===== config.mk =====
export PLATFORM = sky130hd
export DESIGN_NAME = serial_link_frame_engine
export DESIGN_NICKNAME = d
export VERILOG_FILES = /design/src/sle_pkg.sv /design/src/sle_ram.sv /design/src/serial_link_frame_engine.sv
export SDC_FILE = /design/constraint.sdc
export NUM_CORES = 1
export LEC_CHECK = 0
export BUFFER_PORTS_ARGS = -buffer_cell sky130_fd_sc_hd__buf_2
export CAP_MARGIN = 40
export CELL_PAD_IN_SITES_DETAIL_PLACEMENT = 2
export CELL_PAD_IN_SITES_GLOBAL_PLACEMENT = 2
export CORE_MARGIN = 8
export CORE_UTILIZATION = 50
export CTS_BUF_LIST = sky130_fd_sc_hd__clkbuf_8
export DETAILED_ROUTE_END_ITERATION = 6
export PLACE_DENSITY = 0.94
export SYNTH_ARGS = -nofsm -noshare
export SYNTH_HDL_FRONTEND = slang
export SYNTH_HIERARCHICAL = 1
export SYNTH_SLANG_ARGS = --single-unit

===== constraint.sdc =====
create_clock -name clk -period 11.5 [get_ports clk]
set_input_delay 0 -clock clk [delete_from_list [all_inputs] [get_ports clk]]
set_output_delay 0 -clock clk [all_outputs]
set_load 0.01 [all_outputs]

===== src/sle_pkg.sv =====
// Shared codes, constants and result type of the serial link frame engine.
`default_nettype none

package sle_pkg;

  // Input action codes.
  localparam logic [1:0] ACT_WRITE  = 2'd0;
  localparam logic [1:0] ACT_COMMIT = 2'd1;
  localparam logic [1:0] ACT_XFER   = 2'd2;

  // Link frame constants.
  localparam logic [15:0] SYNC_WORD = 16'hFEFE;
  localparam logic [15:0] SUM_BIAS  = 16'h0010;
  localparam logic [15:0] PASS_SUM  = 16'hFFEF;

  // One result item without the send word, which comes from the frame store.
  typedef struct packed {
    logic        send_valid;
    logic        start_next;
    logic [3:0]  rx_position;
    logic        rx_valid;
    logic [15:0] rx_word0;
    logic [15:0] rx_word1;
    logic        frame_done;
    logic [1:0]  slot_ok;
    logic        link_error;
  } sle_result_t;

endpackage

`default_nettype wire


===== src/sle_ram.sv =====
// Generic single-port-write, single-port-read RAM with registered read data.
`default_nettype none

module sle_ram #(
  parameter int WIDTH = 16,
  parameter int DEPTH = 28
) (
  input  wire logic                     clk,
  input  wire logic                     we,
  input  wire logic [$clog2(DEPTH)-1:0] waddr,
  input  wire logic [WIDTH-1:0]         wdata,
  input  wire logic                     re,
  input  wire logic [$clog2(DEPTH)-1:0] raddr,
  output logic      [WIDTH-1:0]         rdata
);

  logic [WIDTH-1:0] mem [DEPTH];

  // Write port, and a read port that holds its data when not enabled.
  always_ff @(posedge clk) begin
    if (we) begin
      mem[waddr] <= wdata;
    end
    if (re) begin
      rdata <= mem[raddr];
    end
  end

endmodule

`default_nettype wire


===== src/serial_link_frame_engine.sv =====
// Top level of the serial link frame engine: control, checksum sweep and result pipeline.
//
// Usage: the host sends items on the in_ channel (valid/stall). Action 0 writes
// one word of the staging frame, action 1 commits it (word 1 becomes the
// checksum and a swap is armed), action 2 is one link transfer event carrying
// both received words and the serial error bit. Each accepted item yields
// exactly one result on the out_ channel (valid/stall): the next send word,
// the received words with their frame position, frame_done with slot_ok at
// the last position, and the captured error bit.
// A result passes through the middle stage and the result register.
// Throughput: one item per cycle while the input is not stalled. After a
// commit is accepted the input is stalled while the checksum unit reads
// the staging frame one word per cycle through the frame store read port
// and then writes word 1.
// cfg_we/cfg_wdata write is_parent; write it only while the block is idle.
// Reset (rst_n low, synchronous) clears the control state; the frame store
// is not cleared and holds undefined words until the host writes them.
// When the receiver stalls, the result register holds; one more item may
// sit in the middle stage, after which in_stall is raised.
`default_nettype none

module serial_link_frame_engine #(
  parameter int FRAME_WORDS = 14
) (
  input  wire logic        clk,
  input  wire logic        rst_n,
  input  wire logic        cfg_we,
  input  wire logic        cfg_wdata,
  input  wire logic        in_valid,
  output logic             in_stall,
  input  wire logic [1:0]  in_action,
  input  wire logic [3:0]  in_word_index,
  input  wire logic [15:0] in_word_value,
  input  wire logic [15:0] in_recv_slot0,
  input  wire logic [15:0] in_recv_slot1,
  input  wire logic        in_link_error_in,
  output logic             out_valid,
  input  wire logic        out_stall,
  output logic [15:0]      out_send_word,
  output logic             out_send_valid,
  output logic             out_start_next,
  output logic [3:0]       out_rx_position,
  output logic             out_rx_valid,
  output logic [15:0]      out_rx_word0,
  output logic [15:0]      out_rx_word1,
  output logic             out_frame_done,
  output logic [1:0]       out_slot_ok,
  output logic             out_link_error
);

  import sle_pkg::*;

  localparam int DEPTH  = 2 * FRAME_WORDS;
  localparam int ADDR_W = $clog2(DEPTH);
  localparam int POS_W  = $clog2(FRAME_WORDS + 2);
  localparam int RPOS_W = $clog2(FRAME_WORDS + 3);
  localparam int SW_W   = $clog2(FRAME_WORDS + 1);

  localparam logic [ADDR_W-1:0] BANK1_BASE = ADDR_W'(FRAME_WORDS);
  localparam logic [POS_W-1:0]  SPOS_END   = POS_W'(FRAME_WORDS);
  localparam logic [POS_W-1:0]  SPOS_IDLE  = POS_W'(FRAME_WORDS + 1);
  localparam logic [RPOS_W-1:0] RPOS_END   = RPOS_W'(FRAME_WORDS);
  localparam logic [RPOS_W-1:0] RPOS_SYNC  = RPOS_W'(FRAME_WORDS + 1);
  localparam logic [RPOS_W-1:0] RPOS_IDLE  = RPOS_W'(FRAME_WORDS + 2);
  localparam logic [RPOS_W-1:0] RPOS_LAST  = RPOS_W'(FRAME_WORDS - 1);
  localparam logic [SW_W-1:0]   SW_END     = SW_W'(FRAME_WORDS);
  localparam logic [4:0]        IDX_END    = 5'(FRAME_WORDS);

  // Control state. The receive position is stored one above the frame
  // position so that the just-synced position is zero.
  logic              is_parent_r, is_parent_nxt;
  logic              send_bank_r, send_bank_nxt;
  logic              swap_pend_r, swap_pend_nxt;
  logic [POS_W-1:0]  spos_r, spos_nxt;
  logic [RPOS_W-1:0] rpos_r, rpos_nxt;
  logic [15:0]       sum0_r, sum0_nxt;
  logic [15:0]       sum1_r, sum1_nxt;
  logic              cap_err_r, cap_err_nxt;

  // Checksum sweep state.
  logic              sw_busy_r, sw_busy_nxt;
  logic [SW_W-1:0]   sw_idx_r, sw_idx_nxt;
  logic              sw_dv_r, sw_dv_nxt;
  logic [15:0]       sw_acc_r, sw_acc_nxt;

  // Middle stage and result register.
  logic              s1_valid_r, s1_valid_nxt;
  sle_result_t       s1_res_r, s1_res_nxt;
  logic              out_valid_r, out_valid_nxt;
  sle_result_t       out_res_r, out_res_nxt;
  logic [15:0]       out_word_r, out_word_nxt;

  // Frame store ports.
  logic              ram_we, ram_re;
  logic [ADDR_W-1:0] ram_waddr, ram_raddr;
  logic [15:0]       ram_wdata, ram_rdata;

  // Decode of the incoming item.
  logic              s1_adv, in_acc, is_xfer, is_write, is_commit;
  logic              sync, swap, bank_eff, snd_vld, rx_vld, stage_bank;
  logic [POS_W-1:0]  spos_eff, spos_inc;
  logic [RPOS_W-1:0] rpos_eff, rpos_inc, rx_pos;
  logic [7:0]        rx_pos_ext;
  logic [15:0]       new_sum0, new_sum1, sw_total;
  logic              wr_ok, sw_rd, sw_wr;
  logic [ADDR_W-1:0] xfer_addr, wr_addr, sw_addr, word1_addr;

  sle_ram #(
    .WIDTH (16),
    .DEPTH (DEPTH)
  ) u_ram (
    .clk   (clk),
    .we    (ram_we),
    .waddr (ram_waddr),
    .wdata (ram_wdata),
    .re    (ram_re),
    .raddr (ram_raddr),
    .rdata (ram_rdata)
  );

  // Handshake: the middle stage moves on whenever the result register is empty or not stalled.
  assign s1_adv    = !out_valid_r || !out_stall;
  assign in_stall  = sw_busy_r || (s1_valid_r && !s1_adv);
  assign in_acc    = in_valid && !in_stall;
  assign is_xfer   = (in_action == ACT_XFER);
  assign is_write  = (in_action == ACT_WRITE);
  assign is_commit = (in_action == ACT_COMMIT);

  // Sync detection, send and receive positions for a transfer event.
  always_comb begin
    stage_bank = !send_bank_r;
    sync       = (in_recv_slot0 == SYNC_WORD) && (rpos_r >= RPOS_SYNC);
    swap       = sync && swap_pend_r;
    bank_eff   = send_bank_r ^ swap;
    spos_eff   = swap ? '0 : spos_r;
    snd_vld    = (spos_eff < SPOS_END);
    spos_inc   = (spos_eff < SPOS_IDLE) ? spos_eff + POS_W'(1) : spos_eff;
    rpos_eff   = sync ? '0 : rpos_r;
    rx_vld     = (rpos_eff != '0) && (rpos_eff <= RPOS_END);
    rx_pos     = rpos_eff - RPOS_W'(1);
    rx_pos_ext = 8'(rx_pos);
    rpos_inc   = (rpos_eff < RPOS_IDLE) ? rpos_eff + RPOS_W'(1) : rpos_eff;
    new_sum0   = (rx_pos == '0) ? in_recv_slot0 : sum0_r + in_recv_slot0;
    new_sum1   = (rx_pos == '0) ? in_recv_slot1 : sum1_r + in_recv_slot1;
    xfer_addr  = (bank_eff ? BANK1_BASE : '0) + ADDR_W'(spos_eff);
    wr_addr    = (stage_bank ? BANK1_BASE : '0) + ADDR_W'(in_word_index);
    wr_ok      = (in_word_index != 4'd1) && ({1'b0, in_word_index} < IDX_END);
  end

  // Checksum sweep: read words 0 and 2 onward, then write word 1.
  always_comb begin
    sw_rd      = sw_busy_r && (sw_idx_r < SW_END);
    sw_wr      = sw_busy_r && (sw_idx_r == SW_END) && sw_dv_r;
    sw_addr    = (stage_bank ? BANK1_BASE : '0) + ADDR_W'(sw_idx_r);
    word1_addr = (stage_bank ? BANK1_BASE : '0) + ADDR_W'(1);
    sw_total   = sw_acc_r + ram_rdata;
    sw_busy_nxt = sw_busy_r;
    sw_idx_nxt  = sw_idx_r;
    sw_dv_nxt   = sw_dv_r;
    sw_acc_nxt  = sw_acc_r;
    if (in_acc && is_commit) begin
      sw_busy_nxt = 1'b1;
      sw_idx_nxt  = '0;
      sw_dv_nxt   = 1'b0;
      sw_acc_nxt  = '0;
    end else if (sw_busy_r) begin
      sw_dv_nxt = sw_rd;
      if (sw_rd) begin
        sw_idx_nxt = (sw_idx_r == '0) ? SW_W'(2) : sw_idx_r + SW_W'(1);
      end
      if (sw_dv_r) begin
        sw_acc_nxt = sw_total;
      end
      if (sw_wr) begin
        sw_busy_nxt = 1'b0;
      end
    end
  end

  // Frame store port selection.
  always_comb begin
    ram_we    = sw_wr || (in_acc && is_write && wr_ok);
    ram_waddr = sw_wr ? word1_addr : wr_addr;
    ram_wdata = sw_wr ? (~sw_total - SUM_BIAS) : in_word_value;
    ram_re    = sw_rd || (in_acc && is_xfer);
    ram_raddr = sw_rd ? sw_addr : xfer_addr;
  end

  // Control state update and the result of the accepted item.
  always_comb begin
    is_parent_nxt = cfg_we ? cfg_wdata : is_parent_r;
    send_bank_nxt = send_bank_r;
    swap_pend_nxt = swap_pend_r;
    spos_nxt      = spos_r;
    rpos_nxt      = rpos_r;
    sum0_nxt      = sum0_r;
    sum1_nxt      = sum1_r;
    cap_err_nxt   = cap_err_r;
    s1_res_nxt    = '0;
    if (in_acc && is_commit) begin
      swap_pend_nxt = 1'b1;
    end
    if (in_acc && is_xfer) begin
      cap_err_nxt   = in_link_error_in;
      send_bank_nxt = bank_eff;
      if (swap) begin
        swap_pend_nxt = 1'b0;
      end
      spos_nxt = spos_inc;
      rpos_nxt = rpos_inc;
      if (rx_vld) begin
        sum0_nxt = new_sum0;
        sum1_nxt = new_sum1;
        s1_res_nxt.rx_valid    = 1'b1;
        s1_res_nxt.rx_position = rx_pos_ext[3:0];
        s1_res_nxt.rx_word0    = in_recv_slot0;
        s1_res_nxt.rx_word1    = in_recv_slot1;
        if (rx_pos == RPOS_LAST) begin
          s1_res_nxt.frame_done = 1'b1;
          s1_res_nxt.slot_ok    = {new_sum1 == PASS_SUM, new_sum0 == PASS_SUM};
        end
      end
      s1_res_nxt.send_valid = snd_vld;
      s1_res_nxt.start_next = is_parent_r && (spos_inc < SPOS_IDLE);
    end
    s1_res_nxt.link_error = cap_err_nxt;
  end

  // Pipeline advance.
  always_comb begin
    s1_valid_nxt  = s1_valid_r;
    out_valid_nxt = out_valid_r;
    out_res_nxt   = out_res_r;
    out_word_nxt  = out_word_r;
    if (s1_adv) begin
      out_valid_nxt = s1_valid_r;
      out_res_nxt   = s1_res_r;
      out_word_nxt  = s1_res_r.send_valid ? ram_rdata : '0;
      s1_valid_nxt  = 1'b0;
    end
    if (in_acc) begin
      s1_valid_nxt = 1'b1;
    end
  end

  // Control registers.
  always_ff @(posedge clk) begin
    if (!rst_n) begin
      is_parent_r <= 1'b0;
      send_bank_r <= 1'b0;
      swap_pend_r <= 1'b0;
      spos_r      <= SPOS_IDLE;
      rpos_r      <= RPOS_IDLE;
      sum0_r      <= '0;
      sum1_r      <= '0;
      cap_err_r   <= 1'b0;
      sw_busy_r   <= 1'b0;
      sw_dv_r     <= 1'b0;
      s1_valid_r  <= 1'b0;
      out_valid_r <= 1'b0;
    end else begin
      is_parent_r <= is_parent_nxt;
      send_bank_r <= send_bank_nxt;
      swap_pend_r <= swap_pend_nxt;
      spos_r      <= spos_nxt;
      rpos_r      <= rpos_nxt;
      sum0_r      <= sum0_nxt;
      sum1_r      <= sum1_nxt;
      cap_err_r   <= cap_err_nxt;
      sw_busy_r   <= sw_busy_nxt;
      sw_dv_r     <= sw_dv_nxt;
      s1_valid_r  <= s1_valid_nxt;
      out_valid_r <= out_valid_nxt;
    end
  end

  // Payload registers.
  always_ff @(posedge clk) begin
    sw_idx_r  <= sw_idx_nxt;
    sw_acc_r  <= sw_acc_nxt;
    out_res_r <= out_res_nxt;
    out_word_r <= out_word_nxt;
    if (in_acc) begin
      s1_res_r <= s1_res_nxt;
    end
  end

  // Result ports.
  assign out_valid       = out_valid_r;
  assign out_send_word   = out_word_r;
  assign out_send_valid  = out_res_r.send_valid;
  assign out_start_next  = out_res_r.start_next;
  assign out_rx_position = out_res_r.rx_position;
  assign out_rx_valid    = out_res_r.rx_valid;
  assign out_rx_word0    = out_res_r.rx_word0;
  assign out_rx_word1    = out_res_r.rx_word1;
  assign out_frame_done  = out_res_r.frame_done;
  assign out_slot_ok     = out_res_r.slot_ok;
  assign out_link_error  = out_res_r.link_error;

endmodule

`default_nettype wire


Word-level counts from Yosys, hierarchy flattened:

Memory sizes are Yosys's and may differ from the RTL's. A register that Yosys moved wholly into a read port is not among the register bits.
Index checks and enable logic that the tools add are counted.

* add/sub/neg operators: 12
* multiply operators: 0
* divide/modulo/power cells: 0
* order comparisons: 8
* equal/unequal tests: 8
* shifts and indexed selects: 0
* multiplexer cells: 25
* bitwise gates (word level): 3
* reduce and logical (&&, ||, !) cells: 32

Operator list (number)
* 16-bit adder: 3
* 16-bit == test (second input constant): 3
* 16-bit two-way mux: 3
* 36-bit two-way mux: 1
* 4-bit < comparator (second input constant): 5
* 4-bit two-way mux: 5
* 5-bit two-way mux: 4
* 16-bit NOT: 1
* 16-bit by 5-bit subtractor with 16-bit output (second input constant): 1
* 1-bit logical AND: 14
* 1-bit two-way mux: 11
* 5-bit by 4-bit adder with 5-bit output: 2
* 4-bit by 1-bit adder with 4-bit output (second input constant): 2
* 2-bit AND reduction: 3
* 4-bit by 1-bit adder with 5-bit output (second input constant): 1
* 4-bit by 4-bit adder with 5-bit output: 1
* 5-bit by 1-bit adder with 5-bit output (second input constant): 1
* 5-bit by 4-bit == test with 1-bit output (second input constant): 1
* 5-bit by 4-bit greater-or-equal comparator with 1-bit output (second input constant): 1
* 5-bit by 4-bit less-or-equal comparator with 1-bit output (second input constant): 1
* 5-bit logical NOT: 1
* 5-bit < comparator (second input constant): 1
* 5-bit nonzero test: 1
* 5-bit by 1-bit subtractor with 5-bit output (second input constant): 1
* 14 further kinds: 20

* register bits: 171
* latch bits: 0
* bits in writable memories: 448
* ROM bits: 0
* input bits: 61
* output and inout port bits: 61
* logic and storage cells: 122
* memories kept: 1

Memory list
* u_ram.mem: depth 28, bits a word 16, rd ports 1, clocked after Yosys merged registers in 1, wr ports 1, RTL line sle_ram.sv:17 `logic [WIDTH-1:0] mem [DEPTH];`

Logic depth before layout (Yosys ltp):

Gate-level depths: netlist (run 1).

* depth in word-level cells: 12
* mapped depth: 19

Cells and area by module:

The synthesis (run 1) kept the hierarchy.

By module, submodules not included
* sle_ram: instances 1, cells an instance 927, area an instance 18106.1 um^2
* serial_link_frame_engine: instances 1, cells an instance 1032, area an instance 9892.0 um^2

Worst setup path after synthesis (run 1):

OpenSTA, ideal clock, no wires.

* path kind: reg-to-reg
* start point: register u_ram.rdata[0], read port of u_ram.mem
* end point: memory u_ram.mem[0][14] (data pin)
* library setup time: 0.435 ns
* arrival: 3.789 ns
* data required time: 11.065 ns
* slack: 7.276 ns
* stages on the path, launching flop included: 12
* path buffers: 0
* period minus slack after synthesis: 4.224 ns
* cell sequence: edfxtp_1 ha_1 inv_1 fa_1 nand2b_1 a21oi_1 xor2_1 ha_1 nor3b_1 nand4_1 o31a_1 o31ai_1

* word-level cells in the longest chain between the ends: 4

RTL lines
* from (decl): RTL line sle_ram.sv:14 `output logic [WIDTH-1:0] rdata`
* 16-bit adder: RTL line serial_link_frame_engine.sv:156 `sw_total = sw_acc_r + ram_rdata;`
* via sw_total[4]: RTL line serial_link_frame_engine.sv:104 `logic [15:0] new_sum0, new_sum1, sw_total;`
* 16-bit NOT: RTL line serial_link_frame_engine.sv:184 `ram_wdata = sw_wr ? (~sw_total - SUM_BIAS) : in_word_value;`
* 16-bit by 5-bit subtractor with 16-bit output: RTL line serial_link_frame_engine.sv:184
* 16-bit two-way mux: RTL line serial_link_frame_engine.sv:184
* via ram_wdata[14]: RTL line serial_link_frame_engine.sv:96 `logic [15:0] ram_wdata, ram_rdata;`
* to (decl): RTL line sle_ram.sv:17

The timed path passes the listed nets, and every way through them passes these cells.

Worst setup path in the final report (run 1):

* start point: input in_recv_slot0[11]
* end point: register u_ram.rdata[1], read port of u_ram.mem (data pin)

* word-level cells in the longest chain between the ends: 7

RTL lines
* from (decl): RTL line serial_link_frame_engine.sv:34 `input wire logic [15:0] in_recv_slot0,`
* 16-bit == test: RTL line serial_link_frame_engine.sv:132 `sync = (in_recv_slot0 == SYNC_WORD) && (rpos_r >= RPOS_SYNC);`
* 1-bit logical AND: RTL line serial_link_frame_engine.sv:132
* 1-bit logical AND: RTL line serial_link_frame_engine.sv:133 `swap = sync && swap_pend_r;`
* 1-bit XOR: RTL line serial_link_frame_engine.sv:134 `bank_eff = send_bank_r ^ swap;`
* via bank_eff: RTL line serial_link_frame_engine.sv:100 `logic sync, swap, bank_eff, snd_vld, rx_vld, stage_bank;`
* 4-bit two-way mux: RTL line serial_link_frame_engine.sv:145 `xfer_addr = (bank_eff ? BANK1_BASE : '0) + ADDR_W'(spos_eff);`
* 4-bit by 4-bit adder with 5-bit output: RTL line serial_link_frame_engine.sv:145
* 5-bit two-way mux: RTL line serial_link_frame_engine.sv:186 `ram_raddr = sw_rd ? sw_addr : xfer_addr;`
* via ram_raddr[2]: RTL line serial_link_frame_engine.sv:95 `logic [ADDR_W-1:0] ram_waddr, ram_raddr;`

The timed path passes the listed nets, and every way through them passes these cells.
A chain may end at the register's enable or synchronous reset.

==> results of run 1 <==
[cell usage after synthesis (all sizes together), types with 31 or more instances]
cell type  count
a22oi         31
o21ai         55
buf           39
ha            64
nand2        153
mux2i        146
clkbuf        55
and2          56
dfxtp         69
nand3         54
edfxtp       566
mux4          46
a21oi        110
inv           38
nor2         128
[cell families after synthesis]
logic type      after synthesis  synth area share (%)
simple gates                536                 9.434
xor+xnor                     51                 1.595
mux                         200                 9.470
compound gates              334                 7.803
fa+ha+maj                    70                 3.289
buf+inv                     133                 2.771
flops                       635                 65.64
[flip-flops by register name (all words and copies together), names as in the netlist, 2 cells and up]
name and cells:
out_rx_word0 16, sw_idx_r 4, out_rx_position 4, spos_r 4, out_slot_ok 2, rpos_r 5
sw_acc_r 16, s1_res_r 43, u_ram/mem 448, u_ram/rdata 16, out_rx_word1 16, out_send_word 16
sum1_r 16, sum0_r 16
[metal layers]
metal  vias up  track usage (%)
met5         -           0.3086
met4         4            31.03
li1       8081                -
met2      3105            70.14
met3      1172            13.36
met1     11800            52.09
[final cells by class]
cell class	count	area (µm²)
timing repair buffer	262	1971
antenna	11	27.53
fill	4819	22950
clock inverter	85	412.9
clock buffer	105	1445
inverter	39	146.4
tap	748	935.9
multi-input combinational	1191	8939
sequential	635	18380
[worst max-delay path by stage]
stage                                   to  cells after the start              start  slack, ns
after floorplan           u_ram/mem[0][14]                     11     u_ram/rdata[0]       7.28
after global placement     u_ram/rdata[11]                     16  in_recv_slot0[10]       6.27
after detailed placement    u_ram/rdata[3]                     17   in_recv_slot0[6]       5.78
after CTS                   u_ram/rdata[2]                     17  in_recv_slot0[11]       5.73
after global routing       u_ram/rdata[10]                     16  in_recv_slot0[11]       4.68
final                       u_ram/rdata[1]                     17  in_recv_slot0[11]       4.49
[through the flow]
| stage | hold slack, ns | std cells | util [%] |
|---|---|---|---|
| finish | 0.07324 | 3076 | 58.43 |
| global route | 0.05107 | 3067 | 58.39 |
| CTS | 0.004061 | 3050 | 58.09 |
| global placement | 0.2384 | 2781 | 53.21 |
| floorplan | 0.1417 | 1959 | - |
| detailed placement | 0.3214 | 2804 | 53.71 |
[worst reg2reg max path, delay by kind of cell, from the launching register on]
| family | cells | cell delay (ns) |
|---|---|---|
| AOI/OAI and AO/OA | 4 | 1.40 |
| muxes | 2 | 1.06 |
| and+or+nand+nor | 2 | 1.02 |
| buffers and inverters | 3 | 1.01 |
| adders and majority gates | 2 | 0.79 |
| DFF | 1 | 0.74 |
| xor gates and xnor gates | 1 | 0.51 |
[power groups by stage]
stage	Sequential [mW]	Combinational (mW)	Clock [mW]
5_1_grt	2.61	0.652	2.19
3_5_place_dp	2.65	0.512	0
6_report	2.61	0.665	2.16
3_3_place_gp	2.64	0.426	0
4_1_cts	2.60	0.567	1.96
2_1_floorplan	2.64	0.304	0
==> impl_summary.txt, run 1 <==
----------------------------------------------------
[Run status]
  Run status ... finished clean

[Clock network]
  Worst-Skew Late Latency ... 0.83 ns
  Number of buffers created by CTS ... 102
  Number of H-tree levels ... 3
  Reg clk slew, reported paths ... 0.09 ns
  Clock sink count ... 635
  Post-CTS Resized ... 0
  Clock tree from TritonCTS ... yes
  Hold_buf cts ... 56
  Number of buffers between clock root and the deepest sink ... 3
  Total setup buffers inserted after CTS ... 0
  Cell at the root of the clock tree ... sky130_fd_sc_hd__clkbuf_8

[Drt]
  Length of routed met3 wiring ... 22480 µm
  Iteration-0 DRC Markers ... 4359
  Met2 layer wire length in the routed design ... 68970 µm
  Wire length on met1 ... 50620 µm
  DRC ... 0
  Uppermost metal layer occupied by signal nets ... met5
  Wire length per cell after detailed routing ... 51.98 µm
  Antenna Nets Post-Route ... 0
  Number of vias per cell ... 7.855
  Length of the first detailed-routing pass in iterations ... 6
  Drt total wl ... 159900 µm
  Via total after detailed routing ... 24160

[Timing]
  Headroom to the max-slew limit ... 9.318%
  Final Setup Violations ... 0
  Final critical path time including I/O delays and setup ... 7.010 ns
  Maximum achievable frequency ... 0.1427 GHz
  Setup TNS after final layout ... 0 ns
  Final-report hold violation count ... 0
  Unrepaired setup endpoints after global routing ... false
  Clock skew ... 0.08760 ns
  Pin slew with the least headroom to its limit ... 1.360 ns
  Final worst-path setup slack ... 4.490 ns
  Final max-slew violation count ... 0
  Post-route clock period utilization ... 60.95%

[Synthesis]
  Primary FF master, synth ... sky130_fd_sc_hd__edfxtp_1
  Syn_nets ... 2090
  Part of the Yosys area used for sequential elements ... 65.64%
  Post-Synthesis Cell Area ... 28000 µm²
  Largest cells by area after synthesis ... sky130_fd_sc_hd__edfxtp_1 (61%), sky130_fd_sc_hd__mux2i_1 (5.2%), sky130_fd_sc_hd__dfxtp_1 (4.9%)
  Fraction of post-synthesis cell area in the top cell type by area ... 60.71%
  Share of synthesized registers carrying an async set or reset ... 0%
  Per-instance average area after synthesis ... 14.29 µm²
  Number of flip-flops and latches in the synthesized netlist ... 635
  Number of enable flip-flop cells after synthesis ... 566
  Synth Instances ... 1959
  Number of warnings printed during yosys synthesis ... 6
  Unique cell type count in the Yosys netlist ... 85
  Biggest area consumer among synthesized cells ... sky130_fd_sc_hd__edfxtp_1

[Pwr]
  Net switching power ... 1.799 mW
  Total power draw ... 5.435 mW
  P_leak ... 12.48 nW
  Int Power ... 3.637 mW
  Largest vdd supply drop ... 114.9 µV
  Portion of total power attributed to sequential cells ... 48.1%
  Pwr/cell area ... 168.5 nW/µm²
  Net switching share of the total power ... 33.09%
  Clk pwr share ... 39.7%
  Fraction of power consumed by combinational cells ... 12.2%

[Setup path]
  Critical-path maximum fanout ... 42
  Worst setup path category ... in -> reg
  Type of element launching the critical path ... input pin
  Flop2flop setup slack ... 4.67 ns
  Startpoint of the worst-slack reg-to-reg timing path ... rpos_r[2]
  Critical Path End Type ... register
  Crit path arrival time ... 7.49 ns
  FF-to-FF path depth ... 14
  Cell-by-cell trace of the critical path ... dlygate4sd3_1 > buf_2 > nand4_1 > or4_1 > nor2_1 > nand2_1 > xnor2_1 > inv_1 > ha_1 > inv_1 > fa_1 > a21oi_4 > buf_4 > mux2_2 > mux4_2 > o22ai_1 > a211oi_1
  Dominant cell type by count on the critical path ... sky130_fd_sc_hd__inv_1
  Worst path slowest cell ... sky130_fd_sc_hd__or4_1
  FF-to-FF End ... u_ram/rdata[1]
  Required arrival time at the worst endpoint ... 11.98 ns
  Family with the most delay on the worst path ... simple AND/OR/NAND/NOR gates
  Crit path buffers/inverters ... 5
  Largest stage delay, worst path ... 0.87 ns

[Die]
  Floorplan row count ... 86
  Horizontal extent of the die ... 252.6 µm
  CORE AREA ... 55200 µm²
  Starting utilization of the core area ... 50.72%
  Die area ... 63820 µm²
  Boundary Pins ... 122
  Die Y-Extent ... 252.6 µm

[Global routing]
  Wire length of the first global-routing pass ... 200000 µm
  GRT Total Usage ... 44.53%
  Via count of the first global-routing pass ... 23730
  Overflow left after global routing ... 0
  Number of antenna violations at the first check in global routing ... 14
  Maximum number of pins on one net before global-route repair ... 132

[Job]
  Number of maximum-capacitance constraint violations ... 0

[Final layout]
  Most common library cell in the layout ignoring fill and taps ... sky130_fd_sc_hd__edfxtp_1
  Area delta synth->final ... 15.20%
  Fraction of layout instances using a drive strength above 1 ... 18.00%
  Final standard cell area without fillers ... 32250 µm²
  Count of nets after finishing ... 2362
  Most frequent cells in the layout ... sky130_fd_sc_hd__edfxtp_1 (566), sky130_fd_sc_hd__nand2_1 (152), sky130_fd_sc_hd__mux2i_1 (146)

[Placement]
  HPWL after detailed placement ... 74460 µm
  Dpl ws ... 5.779 ns
  Global placement routability congestion ... 0.8567
  Cell area after placement ... 29650 µm²
  Count of port buffers added during placement ... 121

[Hold path]
  Number of cells on the worst hold path ... 4
  Sink of the worst hold path ... u_ram/mem[5][10]
  Hold Path Origin ... in_word_value[10]
  Path class of the lowest-slack min-delay path ... in -> reg

----------------------------------------------------
(Power assumes the default switching activity.)
==> inputs of run 2 (changes only) <==
CORE_UTILIZATION = 46   (was 50)
PLACE_DENSITY = 0.88   (was 0.94)
clock period = 7.1 ns   (was 11.5 ns; I/O delays follow)
==> impl_summary.txt, run 2 (synthesized netlist as in run 1, its figures left out) <==
----------------------------------------------------
[Setup path]
  Critical-path maximum fanout ... 39 (was 42)
  Worst setup path category ... in -> reg (unchanged)
  Type of element launching the critical path ... input pin (unchanged)
  Required arrival time at the worst endpoint ... 7.57 ns (was 11.98 ns)
  Largest stage delay, worst path ... 0.75 ns (was 0.87 ns)
  Dominant cell type by count on the critical path ... sky130_fd_sc_hd__inv_1 (unchanged)
  Crit path buffers/inverters ... 5 (unchanged)
  Crit path arrival time ... 6.80 ns (was 7.49 ns)
  Family with the most delay on the worst path ... simple AND/OR/NAND/NOR gates (unchanged)
  Critical Path End Type ... register (unchanged)
  Cell-by-cell trace of the critical path ... dlygate4sd3_1 > buf_2 > nand4b_1 > or4_1 > nor2_1 > nand2_1 > xnor2_1 > inv_1 > ha_1 > inv_1 > fa_1 > a21oi_4 > buf_4 > mux2_2 > mux4_2 > o22ai_1 > a211oi_1 (was dlygate4sd3_1 > buf_2 > nand4_1 > or4_1 > nor2_1 > nand2_1 > xnor2_1 > inv_1 > ha_1 > inv_1 > fa_1 > a21oi_4 > buf_4 > mux2_2 > mux4_2 > o22ai_1 > a211oi_1)
  Worst path slowest cell ... sky130_fd_sc_hd__or4_1 (unchanged)

[Drt]
  Length of the first detailed-routing pass in iterations ... 6 (unchanged)
  Antenna Nets Post-Route ... 0 (unchanged)
  Number of vias per cell ... 7.144 (was 7.855)
  DRC ... 0 (unchanged)
  Wire length per cell after detailed routing ... 44.81 µm (was 51.98 µm)
  Via total after detailed routing ... 22220 (was 24160)
  Drt total wl ... 139400 µm (was 159900 µm)
  Iteration-0 DRC Markers ... 3130 (was 4359)

[Timing]
  Pin slew with the least headroom to its limit ... 1.038 ns (was 1.360 ns)
  Maximum achievable frequency ... 0.1579 GHz
  Final hold slack ... 0.1253 ns (was 0.07324 ns)
  Final critical path time including I/O delays and setup ... 6.333 ns
  Final Setup Violations ... 0 (unchanged)
  Headroom to the max-slew limit ... 30.77% (was 9.318%)
  Final-report hold violation count ... 0 (unchanged)
  Clock skew ... 0.07262 ns (was 0.08760 ns)
  Unrepaired setup endpoints after global routing ... false (unchanged)
  Post-route clock period utilization ... 89.20%
  Setup TNS after final layout ... 0 ns (unchanged)
  Final max-slew violation count ... 0 (unchanged)

[Clock network]
  Cell at the root of the clock tree ... sky130_fd_sc_hd__clkbuf_8 (unchanged)
  Hold_buf cts ... 58 (was 56)
  Worst-Skew Late Latency ... 0.80 ns (was 0.83 ns)
  Post-CTS Resized ... 0 (unchanged)
  Number of buffers between clock root and the deepest sink ... 3 (unchanged)
  Number of buffers created by CTS ... 106 (was 102)
  Total setup buffers inserted after CTS ... 0 (unchanged)
  Reg clk slew, reported paths ... 0.09 ns (about the same)
  Number of H-tree levels ... 3 (unchanged)
  Clock tree from TritonCTS ... yes (unchanged)
  Clock sink count ... 635 (unchanged)

[Final layout]
  Final core utilization ... 54.08% (was 58.43%)
  Number of flip-flops in the largest register ... 448 (unchanged)
  Filler Cell Count ... 5390 (was 4819)
  Register name with the most flops ... u_ram/mem (unchanged)
  Count of nets after finishing ... 2363 (was 2362)
  Area delta synth->final ... 16.36% (was 15.20%)
  Most common library cell in the layout ignoring fill and taps ... sky130_fd_sc_hd__edfxtp_1 (unchanged)
  Most frequent cells in the layout ... sky130_fd_sc_hd__edfxtp_1 (566), sky130_fd_sc_hd__nand2_1 (152), sky130_fd_sc_hd__mux2i_1 (146) (unchanged)
  Finished Layout Cells ... 3110 (was 3076)
  Registers with the most flip-flops ... u_ram/mem: 448 flops, s1_res_r: 43 flops (unchanged)
  Fraction of layout instances using a drive strength above 1 ... 19.10% (was 18.00%)

[Run status]
  Run status ... finished clean (unchanged)

[Placement]
  Placed Cells ... 2833 (was 2804)
  HPWL after detailed placement ... 71530 µm (was 74460 µm)
  Global placement routability congestion ... 0.8385 (was 0.8567)
  Count of port buffers added during placement ... 121 (unchanged)

[Pwr]
  Pwr/cell area ... 274.5 nW/µm² (was 168.5 nW/µm²)
  P_leak ... 12.61 nW (was 12.48 nW)
  Largest vdd supply drop ... 130.9 µV (was 114.9 µV)

[Global routing]
  Via count of the first global-routing pass ... 23650 (was 23730)
  Overflow left after global routing ... 0 (unchanged)
  Wire length of the first global-routing pass ... 194400 µm (was 200000 µm)
  GRT Total Usage ... 39.26% (was 44.53%)
  Maximum number of pins on one net before global-route repair ... 119 (was 132)
  Number of antenna violations at the first check in global routing ... 8 (was 14)

[Die]
  Die Y-Extent ... 262.7 µm (was 252.6 µm)
  Starting utilization of the core area ... 46.47% (was 50.72%)
  Floorplan row count ... 90 (was 86)
  Die area ... 69020 µm² (was 63820 µm²)
  Boundary Pins ... 122 (unchanged)
  CORE AREA ... 60250 µm² (was 55200 µm²)
  Horizontal extent of the die ... 262.7 µm (was 252.6 µm)

[Hold path]
  Path class of the lowest-slack min-delay path ... in -> reg (unchanged)

[Job]
  Number of maximum-capacitance constraint violations ... 0 (unchanged)

----------------------------------------------------
==> run 2: cell types whose count changed in the layout (fill, tap and decap cells not counted), moves of 2 or more <==
cell,previous run,this run
sky130_fd_sc_hd__buf_4,59,56
sky130_fd_sc_hd__clkinv_1,34,24
sky130_fd_sc_hd__inv_1,73,63
sky130_fd_sc_hd__diode_2,11,4
sky130_fd_sc_hd__bufinv_16,1,4
sky130_fd_sc_hd__clkinv_2,7,18
sky130_fd_sc_hd__clkbuf_8,105,122
sky130_fd_sc_hd__clkbuf_2,0,2
sky130_fd_sc_hd__dlygate4sd3_1,56,58
sky130_fd_sc_hd__buf_2,128,124
==> run 2: report_power, final <==
part	internal, mW	switching [mW]	total (mW)
clock	1.73	1.96	3.69
sequential	4.15	0.0879	4.23
combinational	0.319	0.700	1.02
==> run 2: per-layer routing <==
| metal | routed length, µm | up-vias | track usage (%) |
|---|---|---|---|
| li1 | - | 8076 | - |
| met1 | 47190 | 11190 | 44.43 |
| met2 | 64990 | 2124 | 64.07 |
| met3 | 13610 | 830 | 9.252 |
| met4 | 13560 | 0 | 30.33 |
| met5 | 0 | - | 0.2843 |
==> run 2: layout make-up <==
class | instances | area [µm²] | share of cell area [%]
Sequential cell | 635 | 18380 | 56.41
Multi-Input combinational cell | 1191 | 8947 | 27.46
Timing Repair Buffer | 259 | 1973 | 6.057
Clock buffer | 122 | 1679 | 5.154
Tap cell | 782 | 978.4 | 3.003
Clock inverter | 78 | 466.7 | 1.433
Inverter | 39 | 146.4 | 0.4493
Antenna cell | 4 | 10.01 | 0.03072
==> run 2: path summary, 6_finish.rpt <==
check,from,endpoint,slack [ns],cells after the start
worst max-delay path,in_recv_slot0[0],u_ram/rdata[1],0.77,17
worst min-delay path,cfg_we,is_parent_r,0.13,4
worst max register to register,rpos_r[2],u_ram/rdata[1],0.86,14
worst min register to register,s1_res_r[9],out_rx_word1[5],0.43,0
==> run 2: stage by stage <==
step                setup slack [ns]  total power, mW  area [µm²]
floorplan                      2.876            4.761       28000
global placement               2.050            4.980       29420
detailed placement             1.557            5.121       29710
CTS                            1.445            8.705       32440
global route                  0.7472            9.040       32570
finish                        0.7670            8.943       32580
==> run 2: worst register-to-register path, stage by stage (launching register included) <==
cell and delay [ns]:
sky130_fd_sc_hd__dfxtp_1 0.69, sky130_fd_sc_hd__a41oi_1 0.31, sky130_fd_sc_hd__nor2_1 0.56, sky130_fd_sc_hd__nand2_1 0.40, sky130_fd_sc_hd__xnor2_1 0.46, sky130_fd_sc_hd__inv_1 0.22
sky130_fd_sc_hd__ha_1 0.34, sky130_fd_sc_hd__inv_1 0.12, sky130_fd_sc_hd__fa_1 0.49, sky130_fd_sc_hd__a21oi_4 0.25, sky130_fd_sc_hd__buf_4 0.59, sky130_fd_sc_hd__mux2_2 0.51
sky130_fd_sc_hd__mux4_2 0.49, sky130_fd_sc_hd__o22ai_1 0.32, sky130_fd_sc_hd__a211oi_1 0.20
